--- src/sv/positional_array_list_top_macros.svh ---
// Assertion macros shared by the list block
`ifndef POSITIONAL_ARRAY_LIST_TOP_MACROS_SVH
`define POSITIONAL_ARRAY_LIST_TOP_MACROS_SVH

// same-cycle implication, checked out of reset
`define PAL_ASSERT_NOW(lbl, ante, cons, msg) \
    lbl: assert property (@(posedge i_clk) disable iff (!i_rst_n) (ante) |-> (cons)) \
        else $error(msg);

// next-cycle implication, checked out of reset
`define PAL_ASSERT_NEXT(lbl, ante, cons, msg) \
    lbl: assert property (@(posedge i_clk) disable iff (!i_rst_n) (ante) |=> (cons)) \
        else $error(msg);

`endif

--- src/sv/pal_pkg.sv ---
// Shared types, codes and sizes of the positional list block
package pal_pkg;

    localparam int DEPTH = 64;
    localparam int IDX_W = $clog2(DEPTH);
    localparam int CNT_W = 7;
    localparam int CMD_W = 3;
    localparam int ST_W  = 3;
    localparam int VAL_W = 32;

    localparam logic [CNT_W-1:0] DEPTH_CNT = CNT_W'(DEPTH);

    // command codes
    localparam logic [CMD_W-1:0] CMD_CLEAR   = 3'd0;
    localparam logic [CMD_W-1:0] CMD_APPEND  = 3'd1;
    localparam logic [CMD_W-1:0] CMD_INSERT  = 3'd2;
    localparam logic [CMD_W-1:0] CMD_DELETE  = 3'd3;
    localparam logic [CMD_W-1:0] CMD_SEARCH  = 3'd4;
    localparam logic [CMD_W-1:0] CMD_DISPLAY = 3'd5;

    // result status codes
    localparam logic [ST_W-1:0] ST_OK        = 3'd0;
    localparam logic [ST_W-1:0] ST_NOT_FOUND = 3'd1;
    localparam logic [ST_W-1:0] ST_EMPTY     = 3'd2;
    localparam logic [ST_W-1:0] ST_FULL      = 3'd3;
    localparam logic [ST_W-1:0] ST_BAD_POS   = 3'd4;

    // index register operations
    localparam logic [2:0] IDX_HOLD  = 3'd0;
    localparam logic [2:0] IDX_COUNT = 3'd1;
    localparam logic [2:0] IDX_POS   = 3'd2;
    localparam logic [2:0] IDX_ZERO  = 3'd3;
    localparam logic [2:0] IDX_INC   = 3'd4;
    localparam logic [2:0] IDX_DEC   = 3'd5;

    // count register operations
    localparam logic [1:0] CNT_HOLD = 2'd0;
    localparam logic [1:0] CNT_CLR  = 2'd1;
    localparam logic [1:0] CNT_INC  = 2'd2;
    localparam logic [1:0] CNT_DEC  = 2'd3;

    // memory read address select
    localparam logic [1:0] RD_CUR  = 2'd0;
    localparam logic [1:0] RD_PREV = 2'd1;
    localparam logic [1:0] RD_NEXT = 2'd2;

    // pending search hit operations
    localparam logic [1:0] PEND_HOLD = 2'd0;
    localparam logic [1:0] PEND_CLR  = 2'd1;
    localparam logic [1:0] PEND_SET  = 2'd2;

    // result payload source
    localparam logic [1:0] EM_NONE  = 2'd0;
    localparam logic [1:0] EM_RDATA = 2'd1;
    localparam logic [1:0] EM_PEND  = 2'd2;

    typedef struct packed {
        logic             latch;
        logic [1:0]       cnt_op;
        logic [2:0]       idx_op;
        logic             rd_en;
        logic [1:0]       rd_sel;
        logic             wr_en;
        logic             wr_at_count;
        logic             wr_from_rdata;
        logic [1:0]       pend_op;
        logic             emit;
        logic [1:0]       emit_src;
        logic [ST_W-1:0]  status;
        logic             last;
    } t_dp_cmd;

    typedef struct packed {
        logic [CMD_W-1:0] cmd;
        logic             full;
        logic             empty;
        logic             ins_pos_ok;
        logic             del_pos_ok;
        logic             ins_done;
        logic             at_last;
        logic             hit;
        logic             pend_valid;
    } t_dp_stat;

endpackage

--- src/sv/positional_array_list_top.sv ---
// Top level of the positional list: controller plus datapath
//
// A packed list of up to 64 signed 32-bit values. An item (command, position,
// value) is taken at a rising edge with start high and busy low; busy stays
// high until the cycle in which the last result of that item is shown. Each
// result is on the o_* ports for exactly one cycle with o_valid high and cannot
// be held off by the receiver; o_last_of_run marks the final result of an item,
// and busy is already low in that cycle. Sequencing, with N the element count:
//   clear, append, any flagged command, unused codes: one result, registered
//   from the decode state, next item from the cycle the result shows.
//   insert at p: entries p..N move up one slot, then the value is written;
//   delete at p: entries p+1..N move down one slot, then the count drops;
//   search, display: each entry is read, then checked; search ends in a flush.
// Every entry moved takes a read state, then a write state, since the element
// memory read is registered. The list memory has no reset; the count clears on
// reset, and entries at or above the count are never read.
module positional_array_list_top (
    input  logic                             i_clk,
    input  logic                             i_rst_n,
    input  logic                             start,
    output logic                             busy,
    input  logic [pal_pkg::CMD_W-1:0]        i_command,
    input  logic [pal_pkg::CNT_W-1:0]        i_position,
    input  logic signed [pal_pkg::VAL_W-1:0] i_value,
    output logic                             o_valid,
    output logic [pal_pkg::ST_W-1:0]         o_status,
    output logic [pal_pkg::CNT_W-1:0]        o_found_position,
    output logic signed [pal_pkg::VAL_W-1:0] o_element,
    output logic [pal_pkg::CNT_W-1:0]        o_element_count,
    output logic                             o_last_of_run
);
    import pal_pkg::*;

`include "positional_array_list_top_macros.svh"

    t_dp_cmd  dp_cmd;
    t_dp_stat dp_stat;

    // sequencer: decides per cycle what the datapath does
    pal_ctrl u_ctrl (
        .i_clk   (i_clk),
        .i_rst_n (i_rst_n),
        .start   (start),
        .i_stat  (dp_stat),
        .o_cmd   (dp_cmd),
        .busy    (busy)
    );

    // element store, count, scan index and the result registers
    pal_dpath u_dpath (
        .i_clk            (i_clk),
        .i_rst_n          (i_rst_n),
        .i_command        (i_command),
        .i_position       (i_position),
        .i_value          (i_value),
        .i_cmd            (dp_cmd),
        .o_stat           (dp_stat),
        .o_valid          (o_valid),
        .o_status         (o_status),
        .o_found_position (o_found_position),
        .o_element        (o_element),
        .o_element_count  (o_element_count),
        .o_last_of_run    (o_last_of_run)
    );

    // an accepted item keeps the block busy until its final result
    `PAL_ASSERT_NEXT(a_accept_busy, start && !busy, busy, "accepted item did not raise busy")
    // the final result of an item releases the block in the same cycle
    `PAL_ASSERT_NOW(a_last_idle, o_valid && o_last_of_run, !busy, "busy after final result")
    // results that are not final only come while the item is still running
    `PAL_ASSERT_NOW(a_more_busy, o_valid && !o_last_of_run, busy, "idle before final result")
    // flagged or not-found results are always the only result of an item
    `PAL_ASSERT_NOW(a_err_last, o_valid && (o_status != ST_OK), o_last_of_run, "error not final")
    // the count never exceeds the list size
    `PAL_ASSERT_NOW(a_count_max, o_valid, o_element_count <= DEPTH_CNT, "count above depth")

endmodule

--- src/sv/pal_dpath.sv ---
// Datapath: element memory, count, scan index and result registers
module pal_dpath (
    input  logic                          i_clk,
    input  logic                          i_rst_n,
    input  logic [pal_pkg::CMD_W-1:0]     i_command,
    input  logic [pal_pkg::CNT_W-1:0]     i_position,
    input  logic signed [pal_pkg::VAL_W-1:0] i_value,
    input  pal_pkg::t_dp_cmd              i_cmd,
    output pal_pkg::t_dp_stat             o_stat,
    output logic                          o_valid,
    output logic [pal_pkg::ST_W-1:0]      o_status,
    output logic [pal_pkg::CNT_W-1:0]     o_found_position,
    output logic signed [pal_pkg::VAL_W-1:0] o_element,
    output logic [pal_pkg::CNT_W-1:0]     o_element_count,
    output logic                          o_last_of_run
);
    import pal_pkg::*;

    logic [VAL_W-1:0]  r_mem [DEPTH];
    logic [VAL_W-1:0]  r_rdata;
    logic [CMD_W-1:0]  r_cmd;
    logic [CNT_W-1:0]  r_pos;
    logic [VAL_W-1:0]  r_val;
    logic [CNT_W-1:0]  r_count, n_count;
    logic [IDX_W-1:0]  r_idx, n_idx;
    logic              r_pend_valid;
    logic [CNT_W-1:0]  r_pend_pos;
    logic [VAL_W-1:0]  r_pend_val;
    logic [CNT_W-1:0]  pos_m1;
    logic [CNT_W-1:0]  idx_p1;
    logic [IDX_W-1:0]  rd_addr;
    logic [IDX_W-1:0]  wr_addr;
    logic [VAL_W-1:0]  wr_data;

    assign pos_m1 = r_pos - CNT_W'(1);
    assign idx_p1 = CNT_W'(r_idx) + CNT_W'(1);

    always_comb begin
        case (i_cmd.cnt_op)
            CNT_CLR: n_count = '0;
            CNT_INC: n_count = r_count + CNT_W'(1);
            CNT_DEC: n_count = r_count - CNT_W'(1);
            default: n_count = r_count;
        endcase
    end

    always_comb begin
        case (i_cmd.idx_op)
            IDX_COUNT: n_idx = r_count[IDX_W-1:0];
            IDX_POS:   n_idx = pos_m1[IDX_W-1:0];
            IDX_ZERO:  n_idx = '0;
            IDX_INC:   n_idx = r_idx + IDX_W'(1);
            IDX_DEC:   n_idx = r_idx - IDX_W'(1);
            default:   n_idx = r_idx;
        endcase
    end

    always_comb begin
        case (i_cmd.rd_sel)
            RD_PREV: rd_addr = r_idx - IDX_W'(1);
            RD_NEXT: rd_addr = r_idx + IDX_W'(1);
            default: rd_addr = r_idx;
        endcase
    end

    assign wr_addr = i_cmd.wr_at_count ? r_count[IDX_W-1:0] : r_idx;
    assign wr_data = i_cmd.wr_from_rdata ? r_rdata : r_val;

    // element memory: one write and one registered read per cycle
    always_ff @(posedge i_clk) begin
        if (i_cmd.wr_en) begin
            r_mem[wr_addr] <= wr_data;
        end
        if (i_cmd.rd_en) begin
            r_rdata <= r_mem[rd_addr];
        end
    end

    always_ff @(posedge i_clk) begin
        if (i_cmd.latch) begin
            r_cmd <= i_command;
            r_pos <= i_position;
            r_val <= i_value;
        end
        r_idx <= n_idx;
        if (i_cmd.pend_op == PEND_SET) begin
            r_pend_pos <= idx_p1;
            r_pend_val <= r_rdata;
        end
        if (i_cmd.emit) begin
            o_status        <= i_cmd.status;
            o_element_count <= n_count;
            o_last_of_run   <= i_cmd.last;
            case (i_cmd.emit_src)
                EM_RDATA: begin
                    o_found_position <= idx_p1;
                    o_element        <= r_rdata;
                end
                EM_PEND: begin
                    o_found_position <= r_pend_pos;
                    o_element        <= r_pend_val;
                end
                default: begin
                    o_found_position <= '0;
                    o_element        <= '0;
                end
            endcase
        end
    end

    always_ff @(posedge i_clk) begin
        if (!i_rst_n) begin
            r_count      <= '0;
            r_pend_valid <= 1'b0;
            o_valid      <= 1'b0;
        end else begin
            r_count <= n_count;
            o_valid <= i_cmd.emit;
            case (i_cmd.pend_op)
                PEND_CLR: r_pend_valid <= 1'b0;
                PEND_SET: r_pend_valid <= 1'b1;
                default:  r_pend_valid <= r_pend_valid;
            endcase
        end
    end

    always_comb begin
        o_stat.cmd        = r_cmd;
        o_stat.full       = (r_count >= DEPTH_CNT);
        o_stat.empty      = (r_count == '0);
        o_stat.ins_pos_ok = (r_pos != '0) && ({1'b0, r_pos} <= ({1'b0, r_count} + 8'd1));
        o_stat.del_pos_ok = (r_pos != '0) && (r_pos <= r_count);
        o_stat.ins_done   = (CNT_W'(r_idx) == pos_m1);
        o_stat.at_last    = (idx_p1 == r_count);
        o_stat.hit        = (r_rdata == r_val);
        o_stat.pend_valid = r_pend_valid;
    end

endmodule

--- src/sv/pal_ctrl.sv ---
// Controller: sequences each command over the datapath
module pal_ctrl (
    input  logic              i_clk,
    input  logic              i_rst_n,
    input  logic              start,
    input  pal_pkg::t_dp_stat i_stat,
    output pal_pkg::t_dp_cmd  o_cmd,
    output logic              busy
);
    import pal_pkg::*;

    localparam logic [3:0] S_IDLE     = 4'd0;
    localparam logic [3:0] S_DECODE   = 4'd1;
    localparam logic [3:0] S_INS_CHK  = 4'd2;
    localparam logic [3:0] S_INS_WR   = 4'd3;
    localparam logic [3:0] S_DEL_CHK  = 4'd4;
    localparam logic [3:0] S_DEL_WR   = 4'd5;
    localparam logic [3:0] S_SCAN_RD  = 4'd6;
    localparam logic [3:0] S_SCAN_CHK = 4'd7;
    localparam logic [3:0] S_FLUSH    = 4'd8;

    logic [3:0] r_state, n_state;

    assign busy = (r_state != S_IDLE);

    always_comb begin
        o_cmd   = '0;
        n_state = r_state;
        case (r_state)
            S_IDLE: begin
                if (start) begin
                    o_cmd.latch = 1'b1;
                    n_state     = S_DECODE;
                end
            end
            S_DECODE: begin
                // most commands finish here with one result
                o_cmd.emit   = 1'b1;
                o_cmd.last   = 1'b1;
                o_cmd.status = ST_OK;
                n_state      = S_IDLE;
                case (i_stat.cmd)
                    CMD_CLEAR: begin
                        o_cmd.cnt_op = CNT_CLR;
                    end
                    CMD_APPEND: begin
                        if (i_stat.full) begin
                            o_cmd.status = ST_FULL;
                        end else begin
                            o_cmd.wr_en       = 1'b1;
                            o_cmd.wr_at_count = 1'b1;
                            o_cmd.cnt_op      = CNT_INC;
                        end
                    end
                    CMD_INSERT: begin
                        if (i_stat.full) begin
                            o_cmd.status = ST_FULL;
                        end else if (!i_stat.ins_pos_ok) begin
                            o_cmd.status = ST_BAD_POS;
                        end else begin
                            o_cmd.emit   = 1'b0;
                            o_cmd.idx_op = IDX_COUNT;
                            n_state      = S_INS_CHK;
                        end
                    end
                    CMD_DELETE: begin
                        if (i_stat.empty) begin
                            o_cmd.status = ST_EMPTY;
                        end else if (!i_stat.del_pos_ok) begin
                            o_cmd.status = ST_BAD_POS;
                        end else begin
                            o_cmd.emit   = 1'b0;
                            o_cmd.idx_op = IDX_POS;
                            n_state      = S_DEL_CHK;
                        end
                    end
                    CMD_SEARCH, CMD_DISPLAY: begin
                        if (i_stat.empty) begin
                            o_cmd.status = (i_stat.cmd == CMD_SEARCH) ? ST_NOT_FOUND
                                                                      : ST_EMPTY;
                        end else begin
                            o_cmd.emit    = 1'b0;
                            o_cmd.idx_op  = IDX_ZERO;
                            o_cmd.pend_op = PEND_CLR;
                            n_state       = S_SCAN_RD;
                        end
                    end
                    default: begin
                        o_cmd.status = ST_OK;
                    end
                endcase
            end
            S_INS_CHK: begin
                if (i_stat.ins_done) begin
                    o_cmd.wr_en  = 1'b1;
                    o_cmd.cnt_op = CNT_INC;
                    o_cmd.emit   = 1'b1;
                    o_cmd.last   = 1'b1;
                    o_cmd.status = ST_OK;
                    n_state      = S_IDLE;
                end else begin
                    o_cmd.rd_en  = 1'b1;
                    o_cmd.rd_sel = RD_PREV;
                    n_state      = S_INS_WR;
                end
            end
            S_INS_WR: begin
                o_cmd.wr_en         = 1'b1;
                o_cmd.wr_from_rdata = 1'b1;
                o_cmd.idx_op        = IDX_DEC;
                n_state             = S_INS_CHK;
            end
            S_DEL_CHK: begin
                if (i_stat.at_last) begin
                    o_cmd.cnt_op = CNT_DEC;
                    o_cmd.emit   = 1'b1;
                    o_cmd.last   = 1'b1;
                    o_cmd.status = ST_OK;
                    n_state      = S_IDLE;
                end else begin
                    o_cmd.rd_en  = 1'b1;
                    o_cmd.rd_sel = RD_NEXT;
                    n_state      = S_DEL_WR;
                end
            end
            S_DEL_WR: begin
                o_cmd.wr_en         = 1'b1;
                o_cmd.wr_from_rdata = 1'b1;
                o_cmd.idx_op        = IDX_INC;
                n_state             = S_DEL_CHK;
            end
            S_SCAN_RD: begin
                o_cmd.rd_en  = 1'b1;
                o_cmd.rd_sel = RD_CUR;
                n_state      = S_SCAN_CHK;
            end
            S_SCAN_CHK: begin
                o_cmd.status = ST_OK;
                if (i_stat.cmd == CMD_DISPLAY) begin
                    o_cmd.emit     = 1'b1;
                    o_cmd.emit_src = EM_RDATA;
                    o_cmd.last     = i_stat.at_last;
                    n_state        = i_stat.at_last ? S_IDLE : S_SCAN_RD;
                end else begin
                    // a hit is held back one match so the final one can carry last
                    if (i_stat.hit) begin
                        o_cmd.pend_op  = PEND_SET;
                        o_cmd.emit     = i_stat.pend_valid;
                        o_cmd.emit_src = EM_PEND;
                    end
                    n_state = i_stat.at_last ? S_FLUSH : S_SCAN_RD;
                end
                if (!i_stat.at_last) begin
                    o_cmd.idx_op = IDX_INC;
                end
            end
            S_FLUSH: begin
                o_cmd.emit     = 1'b1;
                o_cmd.last     = 1'b1;
                o_cmd.emit_src = i_stat.pend_valid ? EM_PEND : EM_NONE;
                o_cmd.status   = i_stat.pend_valid ? ST_OK : ST_NOT_FOUND;
                n_state        = S_IDLE;
            end
            default: begin
                n_state = S_IDLE;
            end
        endcase
    end

    always_ff @(posedge i_clk) begin
        if (!i_rst_n) begin
            r_state <= S_IDLE;
        end else begin
            r_state <= n_state;
        end
    end

endmodule
--- config.mk ---
export PLATFORM = sky130hd
export DESIGN_NAME = positional_array_list_top
export DESIGN_NICKNAME = d
export VERILOG_FILES = /design/src/sv/pal_pkg.sv /design/src/sv/positional_array_list_top.sv /design/src/sv/pal_dpath.sv /design/src/sv/pal_ctrl.sv
export VERILOG_INCLUDE_DIRS = /design/src /design/src/sv
export SDC_FILE = /design/constraint.sdc
export NUM_CORES = 2
export LEC_CHECK = 0
export BUFFER_PORTS_ARGS = -buffer_cell sky130_fd_sc_hd__buf_2
export CORE_MARGIN = 2
export CORE_UTILIZATION = 55
export DETAILED_ROUTE_END_ITERATION = 8
export PLACE_DENSITY = 0.71
export RECOVER_POWER = 25
export REMOVE_ABC_BUFFERS = 1
export SYNTH_ARGS = -nofsm -noshare
export SYNTH_HDL_FRONTEND = slang
export SYNTH_SLANG_ARGS = --single-unit
--- constraint.sdc ---
create_clock -name i_clk -period 5.9 [get_ports i_clk]
set_clock_uncertainty 0.15 [all_clocks]
set_input_delay 0.59 -clock i_clk [delete_from_list [all_inputs] [get_ports i_clk]]
set_output_delay 0.59 -clock i_clk [all_outputs]
set_load 0.01 [all_outputs]
==> impl_metrics.csv <==
group,metric,value,unit
run_status,outcome,"finished, violations left",
run_status,violations,"capacitance limit, slew limit",
synthesis,synth_cells,4291,
cts,cts_tree,"yes",
cts,h-tree-depth,4,
cells_and_area,drive_gt1_frac,0.2453,
global_routing,grt_pass1_vias,45030,
detailed_routing,drtPass1Iterations,8,
placed_design,dp_hpwl,134.2,mm
die,fp.coreArea,0.1582,mm²
timing,worst_pin_slew,3.214,ns
worst_setup_path,start_kind,"register",
worst_setup_path,critPathMaxStageDelay,0.63,ns
placed_design,dp_cells,6463,
detailed_routing,vias,46080,
worst_setup_path,cp.required,6.33,ns
synthesis,synthArstFlopShare,0,
synthesis,ys_top_cells_by_area,"edfxtp_1 (76%), mux4_2 (11%), mux2i_1 (1.6%), nand2_1 (0.83%), mux2_2 (0.77%)",
detailed_routing,wirelength,230.0,mm
cts,clk_latency,0.85,ns
cts,cts_setup_buffers,0,
power_and_ir_drop,ir_worst_vdd,291.1,µV
worst_setup_path,crit_fanout,29,
global_routing,antenna_found_initial,4,
die,die_h,403.0,µm
worst_setup_path,critical_path_class,"register to register",
synthesis,avgSynthCellArea,20.41,µm²
hold_path,hold_path.class,"input pin to register",
worst_setup_path,cp_common_cell,"buf_12",
cts,cts_buffers,211,
timing,layout_min_cycle_time,5.635,ns
cells_and_area,area_growth,13.89,%
timing,fmax,177.5,MHz
synthesis,synthesis.area,0.08757,mm²
worst_setup_path,critPathSlowestCell,"a2111oi_1",
synthesis,synth-edff-count,2217,
flow_run,drv_cap,19,
synthesis,synth-main-ff-cell,"edfxtp_1",
cts,root_buffer,"clkbuf_16",
cts,clk_path_buf_depth,3,
placed_design,place_ws,-0.02345,ns
timing,min_period_over_period,0.9551,
die,start_util,0.5536,
timing,slew_headroom,-1.143,
timing,setup_violations,0,
cells_and_area,nFillCells,10460,
die,dieArea,0.1624,mm²
global_routing,grt_pass1_wl,326.5,mm
die,ioPinCount,97,
synthesis,synth_most_common_cell,"edfxtp_1",
worst_setup_path,cp_data_arrival_time,6.07,ns
detailed_routing,via_per_inst,6.675,
timing,hold_viol,0,
detailed_routing,post_drt_wl_per_cell,33.32,µm
worst_setup_path,worstSetupEndpointType,"register",
timing,timing.final.ws_setup,0.2650,ns
worst_setup_path,cp_cell_sequence,"ha_2 > nand3_1 > mux2i_1 > nand4_1 > or4b_1 > nand2_1 > ha_1 > nand4bb_1 > o211a_1 > nand2_4 > buf_12 > buf_12 > mux4_2 > a2111oi_1 > buf_4 > a311o_1 > nor3_1",
power_and_ir_drop,p_total,32.11,mW
die,rows,146,
placed_design,port_buffers,96,
synthesis,synth_seq_cells,2230,
placed_design,gp_congestion,0.8963,
synthesis,synth.top_cell.area_share,0.7602,
cells_and_area,stdcell_count,6903,
detailed_routing,ant_nets,0,
detailed_routing,drt_first_iter_violations,6837,
cts,clock-sinks,2230,
power_and_ir_drop,p_leak,31.41,nW
global_routing,grt_use_total,0.2831,
synthesis,ys_seq_area_frac,0.7632,
timing,rsz0062_at_grt,"false",
die,die_x,403.0,µm
timing,slew_viol_final,1120,
detailed_routing,drc,0,
power_and_ir_drop,p_per_area,321.9,mW/mm²
cells_and_area,finish.net_count,4724,
cts,clk_pin_slew_worst_paths,0.06,ns
synthesis,synthTopCellsByCount,"edfxtp_1 (2,217), mux4_2 (446), nand2_1 (194)",
global_routing,grt_overflow_total,0,
global_routing,grt_start_max_net_pins,65,
synthesis,synth_area_leader_cell,"edfxtp_1",
synthesis,yosys.cell_types.count,81,
synthesis,yosys_warnings,0,
timing,holdWs,0.2852,ns
==> path summary, 6_finish.rpt <==
check | slack, ns | endpoint | cells past startpoint | startpoint
min | 0.29 | u_dpath.r_val[17] | 2 | i_value[17]
min reg2reg | 0.41 | u_dpath.r_pend_valid | 2 | u_dpath.r_pend_valid
max | 0.26 | u_dpath.r_rdata[2] | 17 | u_dpath.r_idx[0]
max reg2reg | 0.26 | u_dpath.r_rdata[2] | 17 | u_dpath.r_idx[0]
==> cell usage in the layout, fill, tap and decap left out, types with 36 or more instances in the layout <==
cell,instances
o22ai_1,58
clkbuf_1,107
nand3_1,48
buf_2,40
buf_12,43
mux4_2,446
a22oi_1,70
clkinv_1,51
buf_4,184
a21oi_1,63
clkinv_2,40
nor2_4,66
nor2_1,105
mux2_2,49
nand2_1,192
mux2i_1,143
xor2_1,36
clkbuf_16,213
edfxtp_1,2217
dlygate4sd3_1,44
nor4_1,39
==> layer usage <==
layer,GRT usage,vias up,routed length [µm]
met1,0.3975,24070,86320
met2,0.4397,2947,108100
met5,0,-,11
met3,0.05857,490,25120
li1,-,18570,-
met4,0.1154,2,10440
==> worst max-delay path: cells and delay by family, from the launching register on <==
family	cells	cell delay [ns]
AOI/OAI and AO/OA	3	0.96
adders and majority gates	2	0.76
buffers and inverters	3	0.69
DFF	1	0.50
muxes	2	0.55
and+or+nand+nor	7	1.71
==> stage by stage <==
| step | TNS [ns] | cell area, µm² | util |
|---|---|---|---|
| finish | 0 | 99730 | 0.6304 |
| global route | 0 | 99720 | 0.6304 |
| CTS | 0 | 99820 | 0.6310 |
| detailed placement | -0.02345 | 92370 | 0.5839 |
| global placement | -0.2955 | 92360 | 0.5838 |
| floorplan | -552.91 | 86280 | - |
==> repair_timing <==
action	in CTS	in global routing
hold buffers	44	0
gates resized for setup	1	7
endpoints found under the hold margin	52	0
endpoints found under the setup margin	1	17
==> registers in the layout, summed over array words and instances (netlist names), 3 cells and up <==
| name | count |
|---|---|
| u_ctrl.r_state | 4 |
| u_dpath.o_element | 32 |
| u_dpath.o_element_count | 7 |
| u_dpath.o_found_position | 7 |
| u_dpath.o_status | 3 |
| u_dpath.r_cmd | 3 |
| u_dpath.r_count | 7 |
| u_dpath.r_idx | 6 |
| u_dpath.r_mem | 2048 |
| u_dpath.r_pend_pos | 7 |
| u_dpath.r_pend_val | 32 |
| u_dpath.r_pos | 7 |
| u_dpath.r_rdata | 32 |
| u_dpath.r_val | 32 |
==> cell families (layout without fill, tap and decap cells) <==
family          Yosys count  after routing  share of synthesized area
mux                     649            649                     0.1388
other cells               0              5                          0
xor+xnor                 69             69                   0.007530
flops                  2230           2230                     0.7632
compound gates          442            442                    0.03746
buf+inv                 269            804                    0.01603
simple gates            601            601                    0.03249
fa+ha+maj                31             31                   0.004515
==> where the power goes <==
group | leakage, nW | switching, mW | internal (mW)
registers | 20.1 | 0.0492 | 17.6
clock network | 3.41 | 5.91 | 7.72
logic | 7.91 | 0.624 | 0.249
total | 31.4 | 6.59 | 25.5
==> layout make-up <==
class	count	area (µm²)	share of cell area
Sequential cell	2230	66830	0.6702
Multi-Input combinational cell	1792	20000	0.2005
Clock buffer	255	5528	0.05543
Timing Repair Buffer	384	3179	0.03188
Tap cell	2072	2592	0.02600
Clock inverter	136	1478	0.01482
Inverter	29	108.9	0.001091
Antenna cell	5	12.51	0.0001255
(Power assumes the default switching activity.)
